File: src/rtl/assert_macros.svh
// Assertion helpers used by the top-level RTL file, which checks itself.
`ifndef ASSERT_MACROS_SVH
`define ASSERT_MACROS_SVH

// Property checked at every rising clock edge outside of reset.
`define QSE_ASSERT(lbl, prop, msg) \
  lbl: assert property (@(posedge clk_i) disable iff (!rst_ni) (prop)) else $error(msg);

// Condition that must never be true outside of reset.
`define QSE_NEVER(lbl, cond, msg) \
  `QSE_ASSERT(lbl, !(cond), msg)

`endif

File: src/rtl/qse_pkg.sv
package qse_pkg;

  localparam int CNT_W      = 13;
  localparam int HALF_W     = 14;
  localparam int PIX_W      = 12;
  localparam int WEIGHT_W   = 3;
  localparam int CFG_IDX_W  = 2;
  localparam int CFG_DATA_W = 13;
  localparam int MAX_PIX    = 4;
  localparam int SLOT_W     = 2;

  localparam logic [CNT_W-1:0] MAX_WIDTH  = 13'd4096;
  localparam logic [CNT_W-1:0] MAX_HEIGHT = 13'd4096;

  localparam logic [CFG_DATA_W-1:0] RESET_WIDTH  = 13'd640;
  localparam logic [CFG_DATA_W-1:0] RESET_HEIGHT = 13'd480;

  localparam logic [CFG_IDX_W-1:0] CFG_IMAGE_WIDTH  = 2'd0;
  localparam logic [CFG_IDX_W-1:0] CFG_IMAGE_HEIGHT = 2'd1;

  localparam logic [WEIGHT_W-1:0] WEIGHT_CORNER = 3'd1;
  localparam logic [WEIGHT_W-1:0] WEIGHT_CENTRE = 3'd4;

  typedef struct packed {
    logic [CNT_W-1:0] col;
    logic [CNT_W-1:0] row;
    logic             centre;
  } walk_t;

  // All results of one sample: shared position and weight, one pixel per slot.
  typedef struct packed {
    logic [HALF_W-1:0]               sx;
    logic [HALF_W-1:0]               sy;
    logic [WEIGHT_W-1:0]             weight;
    logic                            done;
    logic [MAX_PIX-1:0][PIX_W-1:0]   px;
    logic [MAX_PIX-1:0][PIX_W-1:0]   py;
    logic [SLOT_W-1:0]               last_slot;
  } burst_t;

  typedef struct packed {
    logic [HALF_W-1:0]   sample_x_half;
    logic [HALF_W-1:0]   sample_y_half;
    logic [WEIGHT_W-1:0] weight_eighths;
    logic [PIX_W-1:0]    pixel_x;
    logic [PIX_W-1:0]    pixel_y;
    logic                last_of_sample;
    logic                frame_done;
  } res_t;

  typedef struct packed {
    logic busy;
    logic take_ok;
  } emit_status_t;

endpackage

File: src/rtl/qse_if.sv
interface qse_req_if;
  logic valid;
  logic ready;
  logic frame_restart;

  modport source (output valid, output frame_restart, input ready);
  modport sink   (input valid, input frame_restart, output ready);
endinterface

interface qse_res_if import qse_pkg::*; ();
  logic                valid;
  logic                ready;
  logic [HALF_W-1:0]   sample_x_half;
  logic [HALF_W-1:0]   sample_y_half;
  logic [WEIGHT_W-1:0] weight_eighths;
  logic [PIX_W-1:0]    pixel_x;
  logic [PIX_W-1:0]    pixel_y;
  logic                last_of_sample;
  logic                frame_done;

  modport source (output valid, output sample_x_half, output sample_y_half,
                  output weight_eighths, output pixel_x, output pixel_y,
                  output last_of_sample, output frame_done, input ready);
  modport sink   (input valid, input sample_x_half, input sample_y_half,
                  input weight_eighths, input pixel_x, input pixel_y,
                  input last_of_sample, input frame_done, output ready);
endinterface

interface qse_cfg_if import qse_pkg::*; ();
  logic                  valid;
  logic                  ready;
  logic [CFG_IDX_W-1:0]  index;
  logic [CFG_DATA_W-1:0] data;

  modport source (output valid, output index, output data, input ready);
  modport sink   (input valid, input index, input data, output ready);
endinterface

File: src/rtl/quincunx_sample_enumerator.sv
// A request word that is accepted is held in the emitter's burst register; its first result
// word enters the output register once that register is empty or its word is taken.
// Throughput: one result word per cycle while the output is not stalled; a request has
// one result for a centre and one to four for a corner, sent from the single output register.
// Reset: counters return to vertex zero in the corner phase, width 640 and height 480,
// and both channels come up empty.
`include "assert_macros.svh"

module quincunx_sample_enumerator import qse_pkg::*; (
  input  logic      clk_i,
  input  logic      rst_ni,
  qse_cfg_if.sink   cfg_i,
  qse_req_if.sink   req_i,
  qse_res_if.source res_o
);

  logic [CFG_DATA_W-1:0] image_width_q;
  logic [CFG_DATA_W-1:0] image_height_q;
  walk_t                 walk_q;
  walk_t                 walk_d;
  burst_t                burst;
  logic                  accept;
  res_t                  res;
  emit_status_t          status;
  logic                  res_centre;

  assign cfg_i.ready = 1'b1;

  always_ff @(posedge clk_i or negedge rst_ni) begin
    if (!rst_ni) begin
      image_width_q  <= RESET_WIDTH;
      image_height_q <= RESET_HEIGHT;
    end else if (cfg_i.valid) begin
      case (cfg_i.index)
        CFG_IMAGE_WIDTH:  image_width_q  <= cfg_i.data;
        CFG_IMAGE_HEIGHT: image_height_q <= cfg_i.data;
        default: ;
      endcase
    end
  end

  assign req_i.ready = status.take_ok;
  assign accept      = req_i.valid && status.take_ok;

  qse_step u_step (
    .image_width_i  (image_width_q),
    .image_height_i (image_height_q),
    .restart_i      (req_i.frame_restart),
    .walk_i         (walk_q),
    .walk_o         (walk_d),
    .burst_o        (burst)
  );

  always_ff @(posedge clk_i or negedge rst_ni) begin
    if (!rst_ni) begin
      walk_q <= '0;
    end else if (accept) begin
      walk_q <= walk_d;
    end
  end

  qse_emit u_emit (
    .clk_i       (clk_i),
    .rst_ni      (rst_ni),
    .load_i      (accept),
    .burst_i     (burst),
    .res_ready_i (res_o.ready),
    .res_valid_o (res_o.valid),
    .res_o       (res),
    .status_o    (status)
  );

  assign res_o.sample_x_half  = res.sample_x_half;
  assign res_o.sample_y_half  = res.sample_y_half;
  assign res_o.weight_eighths = res.weight_eighths;
  assign res_o.pixel_x        = res.pixel_x;
  assign res_o.pixel_y        = res.pixel_y;
  assign res_o.last_of_sample = res.last_of_sample;
  assign res_o.frame_done     = res.frame_done;

  assign res_centre = (res_o.weight_eighths == WEIGHT_CENTRE);

  `QSE_ASSERT(a_accept_busy, accept |=> status.busy, "accepted request left emitter idle")
  `QSE_NEVER(a_idle_ready, !status.busy && !req_i.ready, "idle emitter refused a request")
  `QSE_NEVER(a_centre_single, res_o.valid && res_centre && !res_o.last_of_sample, "split centre")
  `QSE_NEVER(a_done_centre, res_o.valid && res_o.frame_done && !res_centre, "corner frame end")

endmodule

File: src/rtl/qse_step.sv
module qse_step import qse_pkg::*; (
  input  logic [CFG_DATA_W-1:0] image_width_i,
  input  logic [CFG_DATA_W-1:0] image_height_i,
  input  logic                  restart_i,
  input  walk_t                 walk_i,
  output walk_t                 walk_o,
  output burst_t                burst_o
);

  logic [CNT_W-1:0]                w;
  logic [CNT_W-1:0]                h;
  walk_t                           cur;
  logic [CNT_W-1:0]                x;
  logic [CNT_W-1:0]                y;
  logic [MAX_PIX-1:0]              cand_ok;
  logic [MAX_PIX-1:0][PIX_W-1:0]   cand_x;
  logic [MAX_PIX-1:0][PIX_W-1:0]   cand_y;
  logic [2:0]                      n;

  always_comb begin
    if (image_width_i == '0) begin
      w = 13'd1;
    end else if (image_width_i > MAX_WIDTH) begin
      w = MAX_WIDTH;
    end else begin
      w = image_width_i;
    end
    if (image_height_i == '0) begin
      h = 13'd1;
    end else if (image_height_i > MAX_HEIGHT) begin
      h = MAX_HEIGHT;
    end else begin
      h = image_height_i;
    end
  end

  // A position outside the current grid restarts the frame at vertex zero.
  always_comb begin
    cur = restart_i ? '0 : walk_i;
    if (!cur.centre) begin
      if (cur.col > w || cur.row > h) begin
        cur.col = '0;
        cur.row = '0;
      end
    end else if (cur.col >= w || cur.row >= h) begin
      cur = '0;
    end
    x = cur.col;
    y = cur.row;
  end

  // Pixels sharing the corner, tested upper left, upper right, lower left, lower right.
  always_comb begin
    cand_ok[0] = (x != '0) && (y != '0);
    cand_ok[1] = (y != '0) && (x < w);
    cand_ok[2] = (x != '0) && (y < h);
    cand_ok[3] = (x < w) && (y < h);
    cand_x[0]  = PIX_W'(x - 13'd1);
    cand_y[0]  = PIX_W'(y - 13'd1);
    cand_x[1]  = PIX_W'(x);
    cand_y[1]  = PIX_W'(y - 13'd1);
    cand_x[2]  = PIX_W'(x - 13'd1);
    cand_y[2]  = PIX_W'(y);
    cand_x[3]  = PIX_W'(x);
    cand_y[3]  = PIX_W'(y);
  end

  always_comb begin
    burst_o = '0;
    walk_o  = cur;
    n       = '0;
    if (!cur.centre) begin
      burst_o.sx     = {x, 1'b0};
      burst_o.sy     = {y, 1'b0};
      burst_o.weight = WEIGHT_CORNER;
      for (int k = 0; k < MAX_PIX; k++) begin
        if (cand_ok[k]) begin
          burst_o.px[n[SLOT_W-1:0]] = cand_x[k];
          burst_o.py[n[SLOT_W-1:0]] = cand_y[k];
          n = n + 3'd1;
        end
      end
      burst_o.last_slot = SLOT_W'(n - 3'd1);
      if (x == w) begin
        walk_o.col = '0;
        if (y == h) begin
          walk_o.row    = '0;
          walk_o.centre = 1'b1;
        end else begin
          walk_o.row = y + 13'd1;
        end
      end else begin
        walk_o.col = x + 13'd1;
      end
    end else begin
      burst_o.sx        = {x, 1'b1};
      burst_o.sy        = {y, 1'b1};
      burst_o.weight    = WEIGHT_CENTRE;
      burst_o.px[0]     = PIX_W'(x);
      burst_o.py[0]     = PIX_W'(y);
      burst_o.last_slot = '0;
      burst_o.done      = (x == w - 13'd1) && (y == h - 13'd1);
      if (x == w - 13'd1) begin
        walk_o.col = '0;
        if (y == h - 13'd1) begin
          walk_o.row    = '0;
          walk_o.centre = 1'b0;
        end else begin
          walk_o.row = y + 13'd1;
        end
      end else begin
        walk_o.col = x + 13'd1;
      end
    end
  end

endmodule

File: src/rtl/qse_emit.sv
module qse_emit import qse_pkg::*; (
  input  logic         clk_i,
  input  logic         rst_ni,
  input  logic         load_i,
  input  burst_t       burst_i,
  input  logic         res_ready_i,
  output logic         res_valid_o,
  output res_t         res_o,
  output emit_status_t status_o
);

  burst_t            burst_q;
  logic              busy_q;
  logic [SLOT_W-1:0] slot_q;
  logic              res_valid_q;
  res_t              res_q;
  logic              out_load;
  logic              send;
  logic              last_send;
  res_t              word;

  // The output register takes a new word when empty or when its word leaves.
  assign out_load  = !res_valid_q || res_ready_i;
  assign send      = busy_q && out_load;
  assign last_send = send && (slot_q == burst_q.last_slot);

  assign status_o.busy    = busy_q;
  assign status_o.take_ok = !busy_q || last_send;

  always_comb begin
    word.sample_x_half  = burst_q.sx;
    word.sample_y_half  = burst_q.sy;
    word.weight_eighths = burst_q.weight;
    word.pixel_x        = burst_q.px[slot_q];
    word.pixel_y        = burst_q.py[slot_q];
    word.last_of_sample = (slot_q == burst_q.last_slot);
    word.frame_done     = burst_q.done;
  end

  always_ff @(posedge clk_i or negedge rst_ni) begin
    if (!rst_ni) begin
      busy_q      <= 1'b0;
      slot_q      <= '0;
      res_valid_q <= 1'b0;
    end else begin
      if (load_i) begin
        busy_q <= 1'b1;
        slot_q <= '0;
      end else if (last_send) begin
        busy_q <= 1'b0;
      end else if (send) begin
        slot_q <= slot_q + SLOT_W'(1);
      end
      if (send) begin
        res_valid_q <= 1'b1;
      end else if (res_ready_i) begin
        res_valid_q <= 1'b0;
      end
    end
  end

  always_ff @(posedge clk_i) begin
    if (load_i) begin
      burst_q <= burst_i;
    end
    if (send) begin
      res_q <= word;
    end
  end

  assign res_valid_o = res_valid_q;
  assign res_o       = res_q;

endmodule

File: src/flat_wrapper.sv
// flat-port wrapper written by rule: the top's interface ports become plain ports
module quincunx_sample_enumerator_flat import qse_pkg::*;
  (clk_i, rst_ni, cfg_i_valid, cfg_i_index, cfg_i_data, cfg_i_ready, req_i_valid, req_i_frame_restart, req_i_ready, res_o_valid, res_o_sample_x_half, res_o_sample_y_half, res_o_weight_eighths, res_o_pixel_x, res_o_pixel_y, res_o_last_of_sample, res_o_frame_done, res_o_ready);
  qse_cfg_if cfg_i_i ();
  qse_req_if req_i_i ();
  qse_res_if res_o_i ();
  input  logic clk_i;
  input  logic rst_ni;
  input wire logic [$bits(cfg_i_i.valid)-1:0] cfg_i_valid;
  input wire logic [$bits(cfg_i_i.index)-1:0] cfg_i_index;
  input wire logic [$bits(cfg_i_i.data)-1:0] cfg_i_data;
  output wire logic [$bits(cfg_i_i.ready)-1:0] cfg_i_ready;
  input wire logic [$bits(req_i_i.valid)-1:0] req_i_valid;
  input wire logic [$bits(req_i_i.frame_restart)-1:0] req_i_frame_restart;
  output wire logic [$bits(req_i_i.ready)-1:0] req_i_ready;
  output wire logic [$bits(res_o_i.valid)-1:0] res_o_valid;
  output wire logic [$bits(res_o_i.sample_x_half)-1:0] res_o_sample_x_half;
  output wire logic [$bits(res_o_i.sample_y_half)-1:0] res_o_sample_y_half;
  output wire logic [$bits(res_o_i.weight_eighths)-1:0] res_o_weight_eighths;
  output wire logic [$bits(res_o_i.pixel_x)-1:0] res_o_pixel_x;
  output wire logic [$bits(res_o_i.pixel_y)-1:0] res_o_pixel_y;
  output wire logic [$bits(res_o_i.last_of_sample)-1:0] res_o_last_of_sample;
  output wire logic [$bits(res_o_i.frame_done)-1:0] res_o_frame_done;
  input wire logic [$bits(res_o_i.ready)-1:0] res_o_ready;
  assign cfg_i_i.valid = cfg_i_valid;
  assign cfg_i_i.index = cfg_i_index;
  assign cfg_i_i.data = cfg_i_data;
  assign cfg_i_ready = cfg_i_i.ready;
  assign req_i_i.valid = req_i_valid;
  assign req_i_i.frame_restart = req_i_frame_restart;
  assign req_i_ready = req_i_i.ready;
  assign res_o_valid = res_o_i.valid;
  assign res_o_sample_x_half = res_o_i.sample_x_half;
  assign res_o_sample_y_half = res_o_i.sample_y_half;
  assign res_o_weight_eighths = res_o_i.weight_eighths;
  assign res_o_pixel_x = res_o_i.pixel_x;
  assign res_o_pixel_y = res_o_i.pixel_y;
  assign res_o_last_of_sample = res_o_i.last_of_sample;
  assign res_o_frame_done = res_o_i.frame_done;
  assign res_o_i.ready = res_o_ready;
  quincunx_sample_enumerator u_core (.clk_i(clk_i), .rst_ni(rst_ni), .cfg_i(cfg_i_i), .req_i(req_i_i), .res_o(res_o_i));
endmodule
File: config.mk
export PLATFORM = sky130hd
export DESIGN_NAME = quincunx_sample_enumerator_flat
export DESIGN_NICKNAME = d
export VERILOG_FILES = /design/src/rtl/qse_pkg.sv /design/src/rtl/qse_if.sv /design/src/rtl/quincunx_sample_enumerator.sv /design/src/rtl/qse_step.sv /design/src/rtl/qse_emit.sv /design/src/flat_wrapper.sv
export VERILOG_INCLUDE_DIRS = /design/src /design/src/rtl
export SDC_FILE = /design/constraint.sdc
export NUM_CORES = 1
export LEC_CHECK = 0
export BUFFER_PORTS_ARGS = -buffer_cell sky130_fd_sc_hd__buf_2
export CORE_MARGIN = 2
export CORE_UTILIZATION = 24
export DETAILED_ROUTE_END_ITERATION = 6
export GPL_ROUTABILITY_DRIVEN = 0
export HOLD_SLACK_MARGIN = 0.15
export PLACE_DENSITY = 0.46
export SLEW_MARGIN = 40
export SYNTH_ARGS = -nofsm -noshare
export SYNTH_HDL_FRONTEND = slang
export SYNTH_SLANG_ARGS = --single-unit
File: constraint.sdc
create_clock -name clk_i -period 13.21 [get_ports clk_i]
set_input_delay 1.321 -clock clk_i [delete_from_list [all_inputs] [get_ports clk_i]]
set_output_delay 1.321 -clock clk_i [all_outputs]
set_load 0.03 [all_outputs]
Word-level counts from Yosys, hierarchy flattened:

Cells that the tools add are included.

* muxes and demuxes: 61
* order comparisons: 15
* reductions and logical operators: 28
* $add $sub $neg: 11
* equality and inequality tests: 7

Operator list (count)
* 2-to-1 mux 96 bit: 5
* bitwise mux 48 bit: 6
* 2-to-1 mux 12 bit: 10
* 2-to-1 mux 13 bit: 8
* 2-to-1 mux 27 bit: 3
* demux 12 bit (select 2 bit): 3
* equality test 13 bit: 4
* 2-to-1 mux 26 bit: 2
* binary-select mux 12 bit (select 2 bit): 2
* 2-to-1 mux 14 bit: 3
* adder 13 x 1 -> 13 bit (second input constant): 2
* >= comparator 13 bit: 2
* > comparator 13 bit: 2
* > comparator 13 bit (second input constant): 2
* logical NOT 13 bit: 2
* less-than comparator 13 bit: 2
* nonzero test 13 bit: 2
* subtractor 13 x 1 -> 13 bit (second input constant): 2
* subtractor 12 x 1 -> 12 bit (second input constant): 2
* 2-to-1 mux 2 bit: 10
* 2-to-1 mux 18 bit: 1
* less-than comparator 2 x 3 -> 1 bit (second input constant): 4
* logical AND 1 bit: 11
* adder 2 x 1 -> 2 bit (second input constant): 4
* 11 further kinds: 28

* word-level logic and storage cells: 150
* output and inout port bits: 60
* bits in registers: 244

Depth between registers and ports, before layout:

Gate-level depths: netlist (run 1).

* word-level depth: 24
* depth in mapped cells: 35

Cells and area by module:

Synthesis (run 1) repeated with hierarchy kept, for this count alone.

* cell total of the unflattened synthesis: 1390
* area total of the unflattened synthesis: 14813.0 µm²

By module, submodules not included
* qse_emit: area an instance 6517.5 µm², sequential area each 5715.5 µm², cells an instance 240, instances 1
* qse_step: area an instance 6272.3 µm², sequential area each 0.0 µm², cells an instance 1034, instances 1
* quincunx_sample_enumerator: area an instance 2023.2 µm², sequential area each 1333.8 µm², cells an instance 116, instances 1

Worst setup path before layout (run 1):

OpenSTA, ideal clock, no wires.

* path type: input to register
* from: input port req_i_frame_restart
* to: register u_core.u_emit.burst_q[56] in the netlist's numbering (data pin)
* arrival time: 7.803 ns
* setup slack: 5.151 ns
* stages: 32
* setup time: 0.256 ns
* path buffers: 7
* path through: clkbuf_1 clkbuf_1 clkbuf_1 clkbuf_1 nor2b_1 ha_1 nand4_1 or4_1 a21o_1 o211a_1 nand2_2 clkbuf_8 clkbuf_1 nor2_1 ha_1 and3_1 a221o_1 a21oi_1 o21ai_0 a211oi_1 o2bb2ai_1 and2_1 nand2_1 inv_1 ha_1 clkbuf_1 nor2_1 mux2_2 nand2_1 o211a_1 o21ai_0 a22o_1

RTL lines
* start: declaration: line flat_wrapper.sv:14 `input wire logic [$bits(req_i_i.frame_restart)-1:0] req_i_frame_restart;`
* end signal: assignment: line qse_emit.sv:64 `burst_q <= burst_i;`
* end: declaration: line qse_emit.sv:12 `burst_t burst_q;`

==> flow_summary.yaml, run 1 <==
min_path:
  holdCritStartpoint: "u_core.u_emit.burst_q[115]"
  hold_depth: 0
  hp-class: "reg -> reg"
  whs_endpoint: "u_core.u_emit.res_o[42]"
power_and_ir_drop:
  p_sw_uw: 1870
  ir_drop_mv: 0.1389
  comb_power_share_pct: 48.7
  cell_internal_pwr_uw: 2353
  switching_share_pct: 44.28
  power.share.clock_pct: 20.3
  seqPwrFrac_pct: 31.0
  p_leak_uw: 0.006400
  power_density_mw_per_mm2: 254.2
yosys:
  synth-seq-area-share_pct: 47.51
  avgSynthCellArea_um2: 10.15
  async_reset_ff_share_pct: 23.95
  ys_ff_latch: 238
  yosysMostFrequentCell: "edfxtp_1"
  synth_top_cell_by_area: "edfxtp_1"
  syn_area_mm2: 0.01446
  synth_common_cells: "edfxtp_1, nor2_1, nand2_1, o21ai_0, a21oi_1"
  yosysWarnings: 0
  synth_ff_type: "edfxtp_1"
  synthCells: 1425
  syn_nets: 1509
  synth_edf_count: 181
  synthTopCellsByArea: "edfxtp_1, dfrtp_1, ha_1, nor2_1, mux4_2"
  ys_types: 99
  yosys.area.top_type_share_pct: 37.59
clock_network:
  post_cts_buffers: 0
  clk_path_buf_depth: 3
  cts.sinks: 238
  holdBufCountCts: 0
  ctsResizeCount: 0
  clk_root_buffer_cell: "clkbuf_16"
  clkTransAtPathRegs_ns: 0.06
  numCtsBuffers: 30
  clock_latency_ns: 0.57
  htreeDepth: 1
  cts_tree: "yes"
finish:
  diodes: 0
  multiInputGateArea_mm2: 0.006964
  drive_gt1_share_pct: 15.72
  n_fill_cell: 6272
  fin_nets: 1561
  stdcell_count: 2274
  ff_latch_area_mm2: 0.006869
  area_growth_pct: 14.90
  fin_area_mm2: 0.01661
global_routing:
  grt_max_degree: 79
  overflow: 0
  antenna_found_initial: 2
  grt_pass1_vias: 11730
  grt_usage_pct: 14.97
  grt_pass1_wl_mm: 73.38
sta:
  fmax_mhz: 109.6
  fin_hold_ws_ns: 0.4150
  tightest_slew_ns: 0.8544
  tns_ns: 0
  slew_violations: 0
  finalSetupViolCount: 0
  slew_headroom_pct: 42.83
  period_share_pct: 69.04
  rsz0062_at_grt: "false"
  fin_worst_skew_ns: 0.01956
  min_period_ns: 9.121
  hold_viol: 0
floorplan:
  core_area_mm2: 0.05924
  die_area_mm2: 0.06222
  io_pins: 81
  dieWidth_um: 249.4
  start_util_pct: 24.40
  die_y_um: 249.4
  num_rows: 89
detailed_routing:
  drt-initial-drc-count: 1081
  wl_per_cell_um: 20.69
  drc: 0
  ant_nets: 0
  viasPerCell: 5.195
  first_pass_iters: 5
  vias: 11810
  wirelength_mm: 47.05
critical_path:
  r2r-end: "u_core.u_emit.burst_q[26]"
  reg2reg_depth: 27
  crit_buf_inv: 5
  crit_path_top_delay_cell: "or4_1"
  cp_data_arrival_time_ns: 9.54
  worst_setup_path_end_kind: "register"
  timing.rr.start: "u_core.image_width_q[12]"
  cp_top_family: "simple AND/OR/NAND/NOR gates"
  rrSetupSlack_ns: 4.40
  crit_required_ns: 13.63
  slowest_delay_ns: 0.64
  worstSetupPathType: "in -> reg"
  cp_max_fo: 40
  startpoint_type: "input port"
place:
  dp.cells: 2218
  detailed_place_hpwl_mm: 34.76
  io_buffers: 78
  placed_area_mm2: 0.01559
flow_run:
  maxCapViolations: 0
outcome:
  status: "finished clean"
power groups by stage:
stage	Clock (uW)	Sequential (uW)	Combinational, uW
floorplan	0	1440	1310
global placement	0	1320	2040
detailed placement	0	1330	2040
CTS	883	1310	2050
global route	912	1340	2250
finish	859	1310	2060
logic make-up (layout without fill, tap and decap cells):
group | Yosys count | in the layout | share of synthesized area, %
other | 2 | 2 | 0.05194
buffers and inverters | 139 | 215 | 4.466
and+or+nand+nor | 548 | 548 | 18.75
xor gates and xnor gates | 32 | 32 | 1.939
AOI/OAI and AO/OA | 352 | 352 | 16.02
DFF | 238 | 238 | 47.51
muxes | 51 | 51 | 5.816
adders and majority gates | 63 | 63 | 5.452
cell usage in the layout (no fill, tap or decap), types with 23 or more instances in the layout:
master / instances
edfxtp_1: 181
nor2_1: 152
nand2_1: 137
o21ai_0: 85
a21oi_1: 84
buf_2: 78
ha_1: 63
inv_1: 60
nand3_1: 60
dfrtp_1: 51
nor3_1: 35
nand2b_1: 33
clkbuf_16: 31
o22ai_1: 27
xnor2_1: 25
mux2_2: 24
mux4_2: 24
a31oi_1: 23
through the flow:
stage                     power, uW  setup WS, ns  utilization, %
after floorplan                2756         5.151               -
after global placement         3362         3.921           26.24
after detailed placement       3368         3.598           26.31
after CTS                      4244         4.191           28.04
after global routing           4504         3.380           28.04
final                          4223         4.089           28.04
state kept, by name (all words and copies together) (netlist names):
name                       flops
u_core.u_emit.slot_q           2
u_core.walk_q                 27
u_core.u_emit.res_o           54
u_core.image_width_q          13
u_core.u_emit.burst_q        127
u_core.u_emit.busy_q           1
u_core.image_height_q         13
u_core.u_emit.res_valid_o      1
worst max path at each step:
stage | to | slack, ns | start | cells past startpoint
final | u_core.u_emit.burst_q[26] | 4.09 | req_i_frame_restart | 28
after global routing | u_core.u_emit.burst_q[26] | 3.38 | req_i_frame_restart | 28
after CTS | u_core.u_emit.burst_q[26] | 4.19 | req_i_frame_restart | 28
after detailed placement | u_core.u_emit.burst_q[26] | 3.60 | req_i_frame_restart | 28
after global placement | u_core.u_emit.burst_q[26] | 3.92 | req_i_frame_restart | 28
after floorplan | u_core.u_emit.burst_q[56] | 5.15 | req_i_frame_restart | 32
area by class of cell:
class	instances	share of cell area (%)
Clock buffer	37	4.805
Clock inverter	19	1.363
Inverter	63	1.454
Multi-Input combinational cell	1048	41.92
Sequential cell	238	41.35
Tap cell	773	5.822
Timing Repair Buffer	96	3.284
routing by layer:
| metal | vias up | part of all wire, % | GRT usage, % | wire (um) |
|---|---|---|---|---|
| met4 | 4 | 2.1 | 3.838 | 970 |
| met5 | - | 0.047 | 0 | 22 |
| li1 | 5450 | - | - | - |
| met1 | 5863 | 47 | 21.83 | 22320 |
| met3 | 66 | 6.0 | 2.284 | 2807 |
| met2 | 430 | 44 | 23.05 | 20930 |
(Power assumes the default switching activity.)
==> inputs of run 2 (changes only) <==
--- a/config.mk
+++ b/config.mk
@@ -6,13 +6,14 @@
 export SDC_FILE = /design/constraint.sdc
 export NUM_CORES = 1
 export LEC_CHECK = 0
+export ABC_AREA = 1
 export BUFFER_PORTS_ARGS = -buffer_cell sky130_fd_sc_hd__buf_2
 export CORE_MARGIN = 2
 export CORE_UTILIZATION = 24
 export DETAILED_ROUTE_END_ITERATION = 6
 export GPL_ROUTABILITY_DRIVEN = 0
 export HOLD_SLACK_MARGIN = 0.15
-export PLACE_DENSITY = 0.46
+export PLACE_DENSITY = 0.48
 export SLEW_MARGIN = 40
 export SYNTH_ARGS = -nofsm -noshare
 export SYNTH_HDL_FRONTEND = slang
==> constraint.sdc (replaced) <==
create_clock -name clk_i -period 8.3 [get_ports clk_i]
set_input_delay 0.83 -clock clk_i [delete_from_list [all_inputs] [get_ports clk_i]]
set_output_delay 0.83 -clock clk_i [all_outputs]
set_load 0.03 [all_outputs]
==> run 2 against run 1 <==
- synthesized cell count is 41% higher
- register-to-register slack worse by 3.1 ns
- area after synthesis is 6.7% higher
- global-route usage is 0.14 points higher
- flip-flop and latch count stayed put
- die area is 6.6% higher
- sequential power is 60% higher
- critical path depth is 3 higher
- critical endpoint is now u_core.u_emit.burst_q[12]
==> flow_summary.yaml, run 2 <==
outcome:
  status: "finished clean"
clock_network:
  clk_path_buf_depth: 3
  clk_root_buffer_cell: "clkbuf_16"
  ctsResizeCount: 0
  cts_tree: "yes"
  cts.sinks: 238
  numCtsBuffers: 31
  holdBufCountCts: 0
  clock_latency_ns: 0.59
  post_cts_buffers: 0
  clkTransAtPathRegs_ns: 0.07
  htreeDepth: 1
global_routing:
  grt_usage_pct: 15.11
  grt_max_degree: 78
  overflow: 0
  grt_pass1_vias: 13430
  grt_pass1_wl_mm: 79.02
  antenna_found_initial: 1
critical_path:
  cp_max_fo: 16
  crit_path_frequent_cell: "nand2_1"
  startpoint_type: "register"
  rrSetupSlack_ns: 1.33
  crit_path_top_delay_cell: "a21oi_1"
  slowest_delay_ns: 0.65
  worstSetupPathType: "reg -> reg"
  cp_data_arrival_time_ns: 7.29
  worst_setup_path_end_kind: "register"
  crit_required_ns: 8.62
place:
  dp.cells: 2879
  io_buffers: 78
  detailed_place_hpwl_mm: 37.67
  placed_area_mm2: 0.01671
finish:
  layout_commonest_cell: "nand2_1"
  mostFrequentLayoutCells: "nand2_1, nor2_1, inv_1"
  drive_gt1_share_pct: 11.09
  stdcell_count: 2939
  largest_reg_flops: 127
  area_growth_pct: 14.92
  fin_nets: 2152
  regMostFlops: "u_core.u_emit.burst_q"
  fin_area_mm2: 0.01773
yosys:
  syn_nets: 2088
  yosys.area.top_type_share_pct: 35.23
  ys_types: 50
  syn_area_mm2: 0.01543
  synth_edf_count: 181
  ys_ff_latch: 238
  synth-seq-area-share_pct: 44.53
  avgSynthCellArea_um2: 7.698
  synth_common_cells: "nand2_1, nor2_1, inv_1, edfxtp_1, nand3_1"
  synth_ff_type: "edfxtp_1"
  synth_top_cell_by_area: "edfxtp_1"
  yosysWarnings: 0
  yosysMostFrequentCell: "nand2_1"
  synthTopCellsByArea: "edfxtp_1, nand2_1, dfrtp_1, nor2_1, ha_1"
  synthCells: 2004
  async_reset_ff_share_pct: 23.95
power_and_ir_drop:
  cell_internal_pwr_uw: 3813
  power_density_mw_per_mm2: 421.7
  p_total_uw: 7475
  power.share.clock_pct: 17.6
  ir_drop_mv: 0.2320
  p_sw_uw: 3662
  p_leak_uw: 0.008008
  comb_power_share_pct: 54.3
  seqPwrFrac_pct: 28.1
  switching_share_pct: 48.99
sta:
  rsz0062_at_grt: "false"
  hold_viol: 0
  fin_hold_ws_ns: 0.3300
  period_share_pct: 83.97
  tightest_slew_ns: 0.8959
  tns_ns: 0
  fmax_mhz: 143.5
  slew_violations: 0
  slew_headroom_pct: 39.49
  fin_worst_skew_ns: 0.01700
  min_period_ns: 6.970
  finalSetupViolCount: 0
floorplan:
  dieWidth_um: 257.5
  core_area_mm2: 0.06331
  io_pins: 81
  num_rows: 92
  die_y_um: 257.5
  die_area_mm2: 0.06632
  start_util_pct: 24.37
detailed_routing:
  wirelength_mm: 51.25
  drt-initial-drc-count: 1266
  ant_nets: 0
  drc: 0
  vias: 14050
  first_pass_iters: 6
  viasPerCell: 4.780
  wl_per_cell_um: 17.44
min_path:
  hp-class: "in -> async"
flow_run:
  maxCapViolations: 0
[run 2: stage by stage]
stage	worst slack [ns]	util [%]
6_report	1.330	28.00
5_1_grt	0.7517	28.00
3_3_place_gp	1.400	26.34
3_5_place_dp	1.203	26.39
4_1_cts	1.432	27.95
2_1_floorplan	1.968	-
[run 2: cell families after synthesis]
logic type               synth area share [%]
adder cells (fa/ha/maj)                 5.110
other                                 0.04868
AND/OR/NAND/NOR                         31.91
buffers and inverters                   7.275
AO/OA/AOI/OAI                           9.376
flip-flops                              44.53
XOR/XNOR                                1.760
[run 2: layout make-up]
type	count	area (um^2)
diodes	1	2.502
multi-input cells	1491	7467
clock inverters	16	137.6
well taps	846	1059
flip-flops and latches	238	6870
repair buffers	96	545.5
inverters	210	793.3
fillers	6926	45580
clock buffers	41	853.3
[run 2: final timing paths]
check                                           start                   endpoint  cells past startpoint
setup / recovery             u_core.image_height_q[2]  u_core.u_emit.burst_q[12]                     31
hold / removal                                 rst_ni          u_core.walk_q[10]                      2
setup reg to reg             u_core.image_height_q[2]  u_core.u_emit.burst_q[12]                     31
min in group clk_i         u_core.u_emit.burst_q[105]    u_core.u_emit.res_o[32]                      0
max in group asynchronous                      rst_ni    u_core.u_emit.slot_q[1]                      2
hold reg to reg            u_core.u_emit.burst_q[105]    u_core.u_emit.res_o[32]                      0
[run 2: power by group through the flow]
stage | Sequential (uW) | Clock [uW] | Combinational, uW
final | 2100 | 1320 | 4060
after global routing | 2150 | 1410 | 4520
after CTS | 2110 | 1360 | 4040
after detailed placement | 2140 | 0 | 4040
after global placement | 2140 | 0 | 3980
after floorplan | 2340 | 0 | 2800
[run 2: metal layers]
| metal | global-route usage [%] | wire [um] | vias up |
|---|---|---|---|
| met5 | 0 | 0 | - |
| met2 | 24.48 | 23180 | 509 |
| li1 | - | - | 6776 |
| met4 | 4.319 | 1448 | 0 |
| met3 | 2.101 | 3668 | 95 |
| met1 | 20.99 | 22950 | 6669 |
[run 2: worst max-delay path: cells and delay by family (launching register included)]
kind                       cells  cell delay (ns)
adders and majority gates      3             1.10
and+or+nand+nor               22             3.64
buffers and inverters          3             0.65
DFF                            1             0.45
AOI/OAI and AO/OA              3             0.84
==> inputs of run 3 (changes only) <==
--- a/config.mk
+++ b/config.mk
@@ -6,14 +6,14 @@
 export SDC_FILE = /design/constraint.sdc
 export NUM_CORES = 1
 export LEC_CHECK = 0
-export ABC_AREA = 1
+export ABC_AREA = 0
 export BUFFER_PORTS_ARGS = -buffer_cell sky130_fd_sc_hd__buf_2
 export CORE_MARGIN = 2
 export CORE_UTILIZATION = 24
 export DETAILED_ROUTE_END_ITERATION = 6
 export GPL_ROUTABILITY_DRIVEN = 0
 export HOLD_SLACK_MARGIN = 0.15
-export PLACE_DENSITY = 0.48
+export PLACE_DENSITY = 0.46
 export SLEW_MARGIN = 40
 export SYNTH_ARGS = -nofsm -noshare
 export SYNTH_HDL_FRONTEND = slang
==> constraint.sdc (replaced) <==
create_clock -name clk_i -period 7.07 [get_ports clk_i]
set_input_delay 0.707 -clock clk_i [delete_from_list [all_inputs] [get_ports clk_i]]
set_output_delay 0.707 -clock clk_i [all_outputs]
set_load 0.03 [all_outputs]
==> run 3 against run 2 <==
- clock skew hardly changed
- cell area down 2.9%
- critical path depth fell by 2
==> flow_summary.yaml, run 3 (synthesis gave the netlist of run 1 again) <==
finish:
  area_growth_pct: 19.09
  diodes: 0
  drive_gt1_share_pct: 20.22
  fin_nets: 1639
  largest_reg_flops: 127
  stdcell_count: 2351
  mostFrequentLayoutCells: "edfxtp_1, nor2_1, nand2_1"
  layout_commonest_cell: "edfxtp_1"
  regMostFlops: "u_core.u_emit.burst_q"
place:
  io_buffers: 78
  detailed_place_hpwl_mm: 35.66
  dp.cells: 2296
  dp_slack_ns: 0.02454
min_path:
  hp-class: "in -> async"
sta:
  rsz0062_at_grt: "false"
  setup_slack_ns: 0.4036
  min_period_ns: 6.666
  tightest_slew_ns: 0.8355
  slew_violations: 0
  fin_worst_skew_ns: 0.01726
  finalSetupViolCount: 0
  hold_viol: 0
  slew_headroom_pct: 44.09
  fmax_mhz: 150.0
  tns_ns: 0
  period_share_pct: 94.29
detailed_routing:
  first_pass_iters: 7
  drt-initial-drc-count: 1091
  wirelength_mm: 47.87
  viasPerCell: 5.140
  drc: 0
  ant_nets: 0
  vias: 12080
  wl_per_cell_um: 20.36
critical_path:
  rrSetupSlack_ns: 0.40
  startpoint_type: "register"
  worst_setup_path_end_kind: "register"
  reg2reg_depth: 29
  worstSetupPathType: "reg -> reg"
  cp_max_fo: 9
  timing.rr.start: "u_core.image_height_q[6]"
  slowest_delay_ns: 0.59
  crit_path_top_delay_cell: "or4_4"
  r2r-end: "u_core.u_emit.burst_q[65]"
  crit_required_ns: 7.43
  cp_data_arrival_time_ns: 7.03
clock_network:
  clkTransAtPathRegs_ns: 0.07
  numCtsBuffers: 29
  cts_tree: "yes"
  cts.sinks: 238
  clk_path_buf_depth: 3
  htreeDepth: 1
  clock_latency_ns: 0.57
  clk_root_buffer_cell: "clkbuf_16"
floorplan:
  die_area_mm2: 0.06222
  dieWidth_um: 249.4
  io_pins: 81
  start_util_pct: 24.40
  die_y_um: 249.4
  core_area_mm2: 0.05924
  num_rows: 89
power_and_ir_drop:
  ir_drop_mv: 0.2382
  power_density_mw_per_mm2: 466.0
  p_leak_uw: 0.006776
global_routing:
  overflow: 0
  grt_usage_pct: 15.03
  antenna_found_initial: 0
  grt_pass1_wl_mm: 73.35
  grt_pass1_vias: 11670
  grt_max_degree: 107
flow_run:
  maxCapViolations: 0
outcome:
  status: "finished clean"
==> run 3: how the worst max path moves through the flow <==
stage,startpoint,endpoint,slack (ns)
global placement,req_i_frame_restart,u_core.u_emit.burst_q[5],0.11
global route,u_core.image_height_q[6],u_core.u_emit.burst_q[32],0.02
floorplan,req_i_frame_restart,u_core.u_emit.burst_q[56],0.05
CTS,u_core.image_height_q[6],u_core.u_emit.burst_q[59],0.21
detailed placement,req_i_frame_restart,u_core.u_emit.burst_q[59],0.02
finish,u_core.image_height_q[6],u_core.u_emit.burst_q[65],0.40
==> run 3: what timing repair did <==
item                                    4_1_cts  5_1_grt
setup buffers                                 0        1
hold buffers                                  0        0
resized for setup                             0        9
endpoints found under the setup margin        0       38
endpoints found under the hold margin         0        0
==> run 3: metal layers <==
| metal | up-vias | track usage [%] | part of all wire (%) |
|---|---|---|---|
| li1 | 5611 | - | - |
| met1 | 5896 | 22.24 | 47 |
| met2 | 515 | 22.92 | 44 |
| met3 | 62 | 2.274 | 7.3 |
| met4 | 0 | 3.511 | 1.9 |
| met5 | - | 0 | 0 |
==> run 3: through the flow <==
stage | hold slack, ns | power [uW] | instance area [um^2] | utilization (%)
after floorplan | 0.4003 | 5155 | 14470 | -
after global placement | 0.4040 | 6423 | 16160 | 27.29
after global routing | 0.2702 | 8545 | 17220 | 29.06
final | 0.2239 | 8024 | 17220 | 29.06
after CTS | 0.2355 | 8049 | 17180 | 28.99
after detailed placement | 0.4045 | 6468 | 16200 | 27.34
==> run 3: where the power goes <==
part           total (uW)  switching (uW)  internal (uW)
registers            2410             185           2230
clock network        1530             601            934
logic                4080            2720           1360
total                8020            3510           4520
==> run 3: area by class of cell <==
class | instances | area [um^2]
inverter | 63 | 244.0
sequential | 238 | 6869
multi-input combinational | 1048 | 6999
clock inverter | 20 | 234.0
timing repair buffer | 175 | 1160
tap | 773 | 967.2
clock buffer | 34 | 744.5
fill | 6222 | 42020
==> run 3: worst max-delay path, delay by kind of cell, from the launching register on <==
kind / cells / cell delay, ns
AO/OA/AOI/OAI: 11 / 2.35
adder cells (fa/ha/maj): 3 / 0.79
buffers and inverters: 3 / 0.38
flip-flops: 1 / 0.40
AND/OR/NAND/NOR: 12 / 2.52
